## src/rtl/extent_leaf_block_map_assert.svh

```systemverilog
// assertion macros for the extent leaf block map
`ifndef EXTENT_LEAF_BLOCK_MAP_ASSERT_SVH
`define EXTENT_LEAF_BLOCK_MAP_ASSERT_SVH

`ifndef SYNTHESIS

`define ELBM_ASSERT_IMPL(label, clk, rst, ante, cons, msg) \
  label: assert property (@(posedge clk) disable iff (rst) (ante) |-> (cons)) else $error(msg);

`define ELBM_ASSERT_NEXT(label, clk, rst, ante, cons, msg) \
  label: assert property (@(posedge clk) disable iff (rst) (ante) |=> (cons)) else $error(msg);

`else

`define ELBM_ASSERT_IMPL(label, clk, rst, ante, cons, msg)

`define ELBM_ASSERT_NEXT(label, clk, rst, ante, cons, msg)

`endif

`endif

```

## src/rtl/elbm_pkg.sv

```systemverilog
// shared types, widths and codes of the extent leaf block map
package elbm_pkg;

  localparam int MAX_EXTENTS_DEF = 4;

  localparam int FIRST_W = 32;
  localparam int QUERY_W = 32;
  localparam int LEN_W   = 16;
  localparam int START_W = 48;
  localparam int PHYS_W  = 49;

  localparam logic [LEN_W-1:0] UNINIT_BIAS = 16'd32768;

  localparam logic [1:0] CMD_CLEAR  = 2'd0;
  localparam logic [1:0] CMD_APPEND = 2'd1;
  localparam logic [1:0] CMD_LOOKUP = 2'd2;

  localparam logic [1:0] STATUS_MAPPED = 2'd0;
  localparam logic [1:0] STATUS_NOMAP  = 2'd1;
  localparam logic [1:0] STATUS_OK     = 2'd2;
  localparam logic [1:0] STATUS_FULL   = 2'd3;

  typedef struct packed {
    logic [1:0]         cmd;
    logic [FIRST_W-1:0] ext_first_block;
    logic [LEN_W-1:0]   ext_length_raw;
    logic [START_W-1:0] ext_start_block;
    logic [QUERY_W-1:0] query_block;
  } req_t;

  typedef struct packed {
    logic [1:0]        status;
    logic [PHYS_W-1:0] physical_block;
  } rsp_t;

  typedef struct packed {
    logic [FIRST_W-1:0] first;
    logic [LEN_W-1:0]   length;
    logic [START_W-1:0] start;
  } entry_t;

  typedef struct packed {
    logic             hit;
    logic [LEN_W-1:0] offset;
  } match_t;

endpackage

```

## src/rtl/elbm_if.sv

```systemverilog
// request and response channel interfaces of the extent leaf block map
interface elbm_req_if;
  import elbm_pkg::*;

  logic valid;
  logic ready;
  req_t data;

  modport source (output valid, output data, input ready);
  modport sink (input valid, input data, output ready);
endinterface

interface elbm_rsp_if;
  import elbm_pkg::*;

  logic valid;
  logic ready;
  rsp_t data;

  modport source (output valid, output data, input ready);
  modport sink (input valid, input data, output ready);
endinterface

```

## src/rtl/elbm_range_unit.sv

```systemverilog
// shared range compare unit: does one entry cover the query block
module elbm_range_unit (
  input  elbm_pkg::entry_t                   entry,
  input  logic [elbm_pkg::QUERY_W-1:0]       query,
  output elbm_pkg::match_t                   match
);
  import elbm_pkg::*;

  logic [QUERY_W:0] diff;

  // no wrap: borrow out means query below first
  assign diff = {1'b0, query} - {1'b0, entry.first};

  assign match.hit = !diff[QUERY_W] && (diff[QUERY_W-1:LEN_W] == '0) &&
                     (diff[LEN_W-1:0] < entry.length);
  assign match.offset = diff[LEN_W-1:0];

endmodule

```

## src/rtl/extent_leaf_block_map.sv

```systemverilog
// extent leaf table with logical to physical block translation
//
// Holds up to MAX_EXTENTS extent entries in an on-chip table and answers one command per
// transfer. Clear, append and the unused command go from idle to the response state, which
// loads the result register and returns to idle once the output is free. A lookup tests the
// entries in order up to and including the first hit (all entry_count entries on a miss,
// none on an empty table), since one shared range compare unit checks one table entry per
// cycle as it streams out of the table's single read port. A hit passes through a sum state
// for the 49-bit start plus offset sum. The result register is loaded in the same cycle as
// the return to idle, when the request side is ready again. The request side is not
// ready while a command is at work; a finished result sits in the output register, so the
// next command is taken while it waits.
`include "extent_leaf_block_map_assert.svh"

module extent_leaf_block_map #(
  parameter int MAX_EXTENTS = elbm_pkg::MAX_EXTENTS_DEF
) (
  input logic       clk,
  input logic       rst,
  elbm_req_if.sink  req,
  elbm_rsp_if.source rsp
);
  import elbm_pkg::*;

  localparam int IDX_W = (MAX_EXTENTS > 1) ? $clog2(MAX_EXTENTS) : 1;
  localparam int CNT_W = $clog2(MAX_EXTENTS + 1);
  localparam logic [CNT_W-1:0] CNT_MAX = CNT_W'(MAX_EXTENTS);

  typedef enum logic [3:0] {
    S_IDLE = 4'b0001,
    S_TEST = 4'b0010,
    S_SUM  = 4'b0100,
    S_RESP = 4'b1000
  } state_t;

  state_t             state;
  state_t             state_next;
  logic [CNT_W-1:0]   count;
  logic [CNT_W-1:0]   ptr;
  logic [QUERY_W-1:0] query;
  entry_t             mem [MAX_EXTENTS];
  entry_t             rd_entry;
  entry_t             wr_entry;
  logic [IDX_W-1:0]   rd_addr;
  logic [LEN_W-1:0]   len_in;
  logic [1:0]         pend_status;
  logic [PHYS_W-1:0]  pend_phys;
  logic [START_W-1:0] hit_start;
  logic [LEN_W-1:0]   hit_offset;
  logic               rsp_valid;
  rsp_t               rsp_data;
  match_t             match;
  logic               accept;
  logic               full;
  logic               wr_en;
  logic               slot_free;

  assign req.ready = (state == S_IDLE);
  assign accept    = req.valid && req.ready;
  assign full      = (count == CNT_MAX);
  assign wr_en     = accept && (req.data.cmd == CMD_APPEND) && !full;
  assign slot_free = !rsp_valid || rsp.ready;

  assign rsp.valid = rsp_valid;
  assign rsp.data  = rsp_data;

  // uninitialised extents carry the bias in the raw length
  assign len_in = (req.data.ext_length_raw > UNINIT_BIAS) ?
                  req.data.ext_length_raw - UNINIT_BIAS : req.data.ext_length_raw;

  assign wr_entry.first  = req.data.ext_first_block;
  assign wr_entry.length = len_in;
  assign wr_entry.start  = req.data.ext_start_block;

  assign rd_addr = (state == S_IDLE || ptr == CNT_MAX) ? '0 : ptr[IDX_W-1:0];

  elbm_range_unit u_range (
    .entry (rd_entry),
    .query (query),
    .match (match)
  );

  always_ff @(posedge clk) begin
    if (wr_en) begin
      mem[count[IDX_W-1:0]] <= wr_entry;
    end
    rd_entry <= mem[rd_addr];
  end

  always_comb begin
    state_next = state;
    case (state)
      S_IDLE: begin
        if (accept) begin
          if (req.data.cmd == CMD_LOOKUP && count != '0) begin
            state_next = S_TEST;
          end else begin
            state_next = S_RESP;
          end
        end
      end
      S_TEST: begin
        if (match.hit) begin
          state_next = S_SUM;
        end else if (ptr == count) begin
          state_next = S_RESP;
        end
      end
      S_SUM: begin
        state_next = S_RESP;
      end
      S_RESP: begin
        if (slot_free) begin
          state_next = S_IDLE;
        end
      end
      default: begin
        state_next = S_IDLE;
      end
    endcase
  end

  always_ff @(posedge clk) begin
    if (rst) begin
      state     <= S_IDLE;
      count     <= '0;
      rsp_valid <= 1'b0;
    end else begin
      state <= state_next;
      if (accept && req.data.cmd == CMD_CLEAR) begin
        count <= '0;
      end else if (wr_en) begin
        count <= count + CNT_W'(1);
      end
      if (state == S_RESP && slot_free) begin
        rsp_valid <= 1'b1;
      end else if (rsp.ready) begin
        rsp_valid <= 1'b0;
      end
    end
  end

  always_ff @(posedge clk) begin
    if (accept) begin
      query     <= req.data.query_block;
      ptr       <= CNT_W'(1);
      pend_phys <= '0;
      case (req.data.cmd)
        CMD_LOOKUP: pend_status <= STATUS_NOMAP;
        CMD_APPEND: pend_status <= full ? STATUS_FULL : STATUS_OK;
        default:    pend_status <= STATUS_OK;
      endcase
    end
    if (state == S_TEST) begin
      if (match.hit) begin
        hit_start  <= rd_entry.start;
        hit_offset <= match.offset;
      end else if (ptr != count) begin
        ptr <= ptr + CNT_W'(1);
      end
    end
    if (state == S_SUM) begin
      pend_status <= STATUS_MAPPED;
      pend_phys   <= {{(PHYS_W-START_W){1'b0}}, hit_start} +
                     {{(PHYS_W-LEN_W){1'b0}}, hit_offset};
    end
    if (state == S_RESP && slot_free) begin
      rsp_data.status         <= pend_status;
      rsp_data.physical_block <= pend_phys;
    end
  end

  `ELBM_ASSERT_IMPL(a_count_range, clk, rst, 1'b1, count <= CNT_MAX,
                    "entry count beyond table depth")
  `ELBM_ASSERT_IMPL(a_ptr_range, clk, rst, state == S_TEST, (ptr != '0) && (ptr <= count),
                    "scan pointer outside written entries")
  `ELBM_ASSERT_NEXT(a_full_drop, clk, rst, accept && (req.data.cmd == CMD_APPEND) && full,
                    $stable(count), "append to full table changed count")
  `ELBM_ASSERT_NEXT(a_clear, clk, rst, accept && (req.data.cmd == CMD_CLEAR), count == '0,
                    "clear left entries in table")
  `ELBM_ASSERT_IMPL(a_sum_after_hit, clk, rst, state == S_SUM, $past(state) == S_TEST,
                    "sum stage entered without a hit")

endmodule

```

## src/flat_wrapper.sv

```systemverilog
// flat-port wrapper written by rule: the top's interface ports become plain ports
module extent_leaf_block_map_flat import elbm_pkg::*;
#(
  parameter int MAX_EXTENTS = elbm_pkg::MAX_EXTENTS_DEF
)
  (clk, rst, req_valid, req_data, req_ready, rsp_valid, rsp_data, rsp_ready);
  elbm_req_if req_i ();
  elbm_rsp_if rsp_i ();
  input logic clk;
  input logic rst;
  input wire logic [$bits(req_i.valid)-1:0] req_valid;
  input wire logic [$bits(req_i.data)-1:0] req_data;
  output wire logic [$bits(req_i.ready)-1:0] req_ready;
  output wire logic [$bits(rsp_i.valid)-1:0] rsp_valid;
  output wire logic [$bits(rsp_i.data)-1:0] rsp_data;
  input wire logic [$bits(rsp_i.ready)-1:0] rsp_ready;
  assign req_i.valid = req_valid;
  assign req_i.data = req_data;
  assign req_ready = req_i.ready;
  assign rsp_valid = rsp_i.valid;
  assign rsp_data = rsp_i.data;
  assign rsp_i.ready = rsp_ready;
  extent_leaf_block_map #(.MAX_EXTENTS(MAX_EXTENTS)) u_core (.clk(clk), .rst(rst), .req(req_i), .rsp(rsp_i));
endmodule
```

## config.mk

```make
export PLATFORM = sky130hd
export DESIGN_NAME = extent_leaf_block_map_flat
export DESIGN_NICKNAME = d
export VERILOG_FILES = /design/src/rtl/elbm_pkg.sv /design/src/rtl/elbm_if.sv /design/src/rtl/elbm_range_unit.sv /design/src/rtl/extent_leaf_block_map.sv /design/src/flat_wrapper.sv
export VERILOG_INCLUDE_DIRS = /design/src /design/src/rtl
export SDC_FILE = /design/constraint.sdc
export NUM_CORES = 1
export LEC_CHECK = 0
export BUFFER_PORTS_ARGS = -buffer_cell sky130_fd_sc_hd__buf_2
export CAP_MARGIN = 25
export CORE_ASPECT_RATIO = 2
export CORE_MARGIN = 2
export CORE_UTILIZATION = 25
export CTS_CLUSTER_SIZE = 25
export DETAILED_ROUTE_END_ITERATION = 6
export PLACE_DENSITY = 0.41
export SYNTH_ARGS = -nofsm -noshare
export SYNTH_HDL_FRONTEND = slang
export SYNTH_HIERARCHICAL = 1
export SYNTH_SLANG_ARGS = --single-unit
```

## constraint.sdc

```tcl
create_clock -name clk -period 10.2 [get_ports clk]
set_clock_uncertainty 0.2 [all_clocks]
set_input_delay 3.06 -clock clk [delete_from_list [all_inputs] [get_ports clk]]
set_output_delay 3.06 -clock clk [all_outputs]
set_load 0.05 [all_outputs]
```

==> results.toml <==
[timing]
finalHoldViolations = 0
fin_crit_sh_pct = 60.8
final.min_clock_period_ns = 6.21
slew_headroom_pct = 31.4
rsz0062_at_grt = "false"
worst_slew_pin_slew_ns = 1.02
finalSetupViolCount = 0
slew_violations = 0
max_freq_ghz = 0.161
fin_tns_setup_ns = 0

[setup_path]
crit_path_start_kind = "register"
worstPathRequired_ns = 10.26
crit_top_cell = "a21oi_1"
setup.worst_path.class = "reg -> reg"
slowest_delay_ns = 0.69
cp_cell_sequence = "ha_1 -> a21o_2 -> a21oi_1 -> a21oi_1 -> nor2_1 -> nor2_1 -> o21ai_0 -> nand2b_1 -> a21oi_1 -> xnor2_1 -> ha_1 -> nand4_1 -> nor3_1 -> o21ai_0 -> o22ai_1 -> nor3_1 -> o211ai_1 -> or4_4 -> nor4b_2 -> o2111a_1 -> nor3b_2 -> buf_4"
crit_slowest_cell = "buf_4"
crit_arrival_ns = 6.27
worstPathMaxFanout = 61
worstSetupEndpointType = "register"

[synth]
yosys_warnings = 6
yosys-top-cells-area = "edfxtp_1 (64%), dfxtp_1 (8.1%), nand2_1 (3.7%), ha_1 (3.3%), a211oi_1 (3.0%)"
synth_edf_count = 580
synth_top_area_share_pct = 64.3
ys_ff_latch = 689
synth_area_leader_cell = "edfxtp_1"
async_flop_share_pct = 0
post_synth.cell_area_avg_um2 = 13.9
seq_area_frac_synth_pct = 72.4
post_synth_num_cell_types = 74
syn_area_um2 = 27100
syn-num-nets = 2150
ys.flop_type = "edfxtp_1"
syn_inst = 1942

[die]
num_rows = 170
die_y_um = 469
core_um2 = 107000
start_util_pct = 25.2
dieArea_um2 = 111000
ioPinCount = 187
die_w_um = 237

[drt]
drcViolationCount = 0
viasPerCell = 4.48
detail-route-antenna-nets = 0
route.vias.total = 15974
post_drt_wl_per_cell_um = 20.3
drt-initial-drc-count = 842
first_pass_iters = 5
wirelength_um = 72500

[job]
cap_violations = 0

[layout]
syn2layout_area_growth_pct = 17.8
fin_nets = 2341
drive_gt1_share_pct = 15.7

[placed_design]
portBuffers = 186
hpwl_um = 46500
gp_congestion = 0.853

[power]
p_sw_share_pct = 23.6
p_int_w = 0.00487
ir_drop_v = 0.000102
p_total_w = 0.00638
power_switching_w = 0.00151
pwr-share-seq_pct = 50.2
p_comb_share_pct = 9.7
leakagePower_nw = 11.1
p_clk_share_pct = 40.1
powerDensity_nw_per_um2 = 200

[grt]
grt_use_total_pct = 13.0
grt_pass1_wl_um = 108000
grt_antenna_before_repair = 19
grt.overflow.total = 0
met3_usage_pct = 2.75
met2_usage_pct = 24.2
grt_max_degree = 97
grtUsageMet1_pct = 14.3
grt_busiest_layer = "met2"
grt_pass1_vias = 16752

[cts]
clockRootBuffer = "clkbuf_16"
clock_latency_ns = 0.63
cts_sinks = 689
cts_tree = "built"
ctsHoldBuffers = 0
clock_path_buffers = 3
htreeDepth = 3
cts_made_buffers = 66
ctsResizeCount = 0
cts.clk_slew.worst_paths_ns = 0.07
cts_setup_buffers = 0

[run_status]
status = "completed"

[hold_path]
hold_path.class = "reg -> reg"
==> per-stage QoR <==
step | setup slack (ns) | instance area, um^2 | hold WS [ns] | utilization (%) | cells
finish | 3.99 | 31900 | 0.199 | 29.7 | 3566
global route | 3.43 | 31900 | 0.207 | 29.7 | 3564
CTS | 3.90 | 31900 | 0.189 | 29.7 | 3562
detailed placement | 3.86 | 29600 | 0.189 | 27.6 | 3440
floorplan | 0.857 | 27100 | 0.186 | - | 1942
global placement | 3.87 | 29600 | 0.187 | 27.6 | 3440
==> critical path, delay by kind of cell (launching register included) <==
family | cells | cell delay [ns]
and+or+nand+nor | 9 | 1.98
AOI/OAI and AO/OA | 9 | 1.67
buffers and inverters | 1 | 0.69
xor gates and xnor gates | 1 | 0.17
adders and majority gates | 2 | 0.67
DFF | 1 | 0.37
==> path summary, 6_finish.rpt <==
kind / end / slack (ns) / depth (start not counted) / startpoint
min reg2reg: u_core/hit_start[15]$_DFFE_PP_ / 0.20 / 0 / u_core/rd_entry[15]$_DFF_P_
max reg2reg: u_core/hit_start[39]$_DFFE_PP_ / 3.99 / 22 / u_core/query[3]$_DFFE_PP_
max: u_core/hit_start[39]$_DFFE_PP_ / 3.99 / 22 / u_core/query[3]$_DFFE_PP_
min: u_core/hit_start[15]$_DFFE_PP_ / 0.20 / 0 / u_core/rd_entry[15]$_DFF_P_
==> flip-flops by register name (all words and copies together) (netlist names) <==
register / count
u_core/ptr: 3
u_core/rsp.data: 51
u_core/hit_start: 48
u_core/count: 3
u_core/state: 4
u_core/pend_phys: 49
u_core/rd_entry: 96
u_core/hit_offset: 16
u_core/query: 32
u_core/pend_status: 2
u_core/rsp.valid: 1
u_core/mem: 384
==> metal layers <==
layer / vias up / share of wire [%]
li1: 7626 / -
met2: 368 / 53
met4: 20 / 2.9
met5: - / 0.16
met3: 123 / 4.5
met1: 7837 / 40
==> logic make-up after synthesis <==
kind of cell,share of synthesized area [%]
flip-flops,72.4
AND/OR/NAND/NOR,10.1
adder cells (fa/ha/maj),3.47
multiplexers,0.152
AO/OA/AOI/OAI,9.61
buffers and inverters,2.28
XOR/XNOR,1.97
==> layout make-up <==
| type | instances | area (um^2) |
|---|---|---|
| fill | 10692 | 75500 |
| sequential | 689 | 19600 |
| multi-input combinational | 1098 | 6940 |
| clock buffer | 90 | 1850 |
| tap | 1376 | 1720 |
| timing repair buffer | 206 | 1130 |
| clock inverter | 32 | 392 |
| inverter | 72 | 272 |
| antenna | 3 | 7.51 |
==> cells in the mapped netlist, types with 3 or more instances <==
library cell,n
a2111oi_0,4
a211o_1,3
a211oi_1,107
a21o_1,6
a21oi_1,58
a31oi_1,106
and2_1,102
and3_1,19
and4_1,4
buf_1,8
buf_2,10
buf_4,4
clkbuf_1,60
dfxtp_1,109
edfxtp_1,580
ha_1,72
inv_1,70
mux2i_1,3
nand2_1,266
nand2b_1,5
nand3_1,20
nand4_1,13
nor2_1,84
nor2b_1,8
nor3_1,13
nor4_1,7
o2111ai_1,6
o211ai_1,15
o21a_1,7
o21ai_0,39
o21bai_1,5
o22ai_1,6
o31ai_1,5
or2_2,6
or3_1,4
or4_1,4
xnor2_1,22
xor2_1,39
==> cells in the final DEF (no fill, tap or decap), types with 20 or more instances in the layout <==
cell type  netlist  layout
a211oi_1       107     107
a21oi_1         58      58
a31oi_1        106     106
and2_1         102     101
buf_2           10     186
clkbuf_16        0      67
dfxtp_1        109     108
edfxtp_1       580     580
ha_1            72      72
inv_1           70      70
nand2_1        266     263
nand3_1         20      20
nor2_1          84      80
o21ai_0         39      39
xnor2_1         22      22
xor2_1          39      39
==> power by group through the flow <==
stage	clock network [W]	registers, W	logic, W
3_3_place_gp	0	0.00327	0.000623
5_1_grt	0.00275	0.00321	0.000686
4_1_cts	0.00266	0.00321	0.000629
3_5_place_dp	0	0.00327	0.000627
6_report	0.00256	0.00320	0.000618
2_1_floorplan	0	0.00327	0.000388
(Power assumes the default switching activity.)
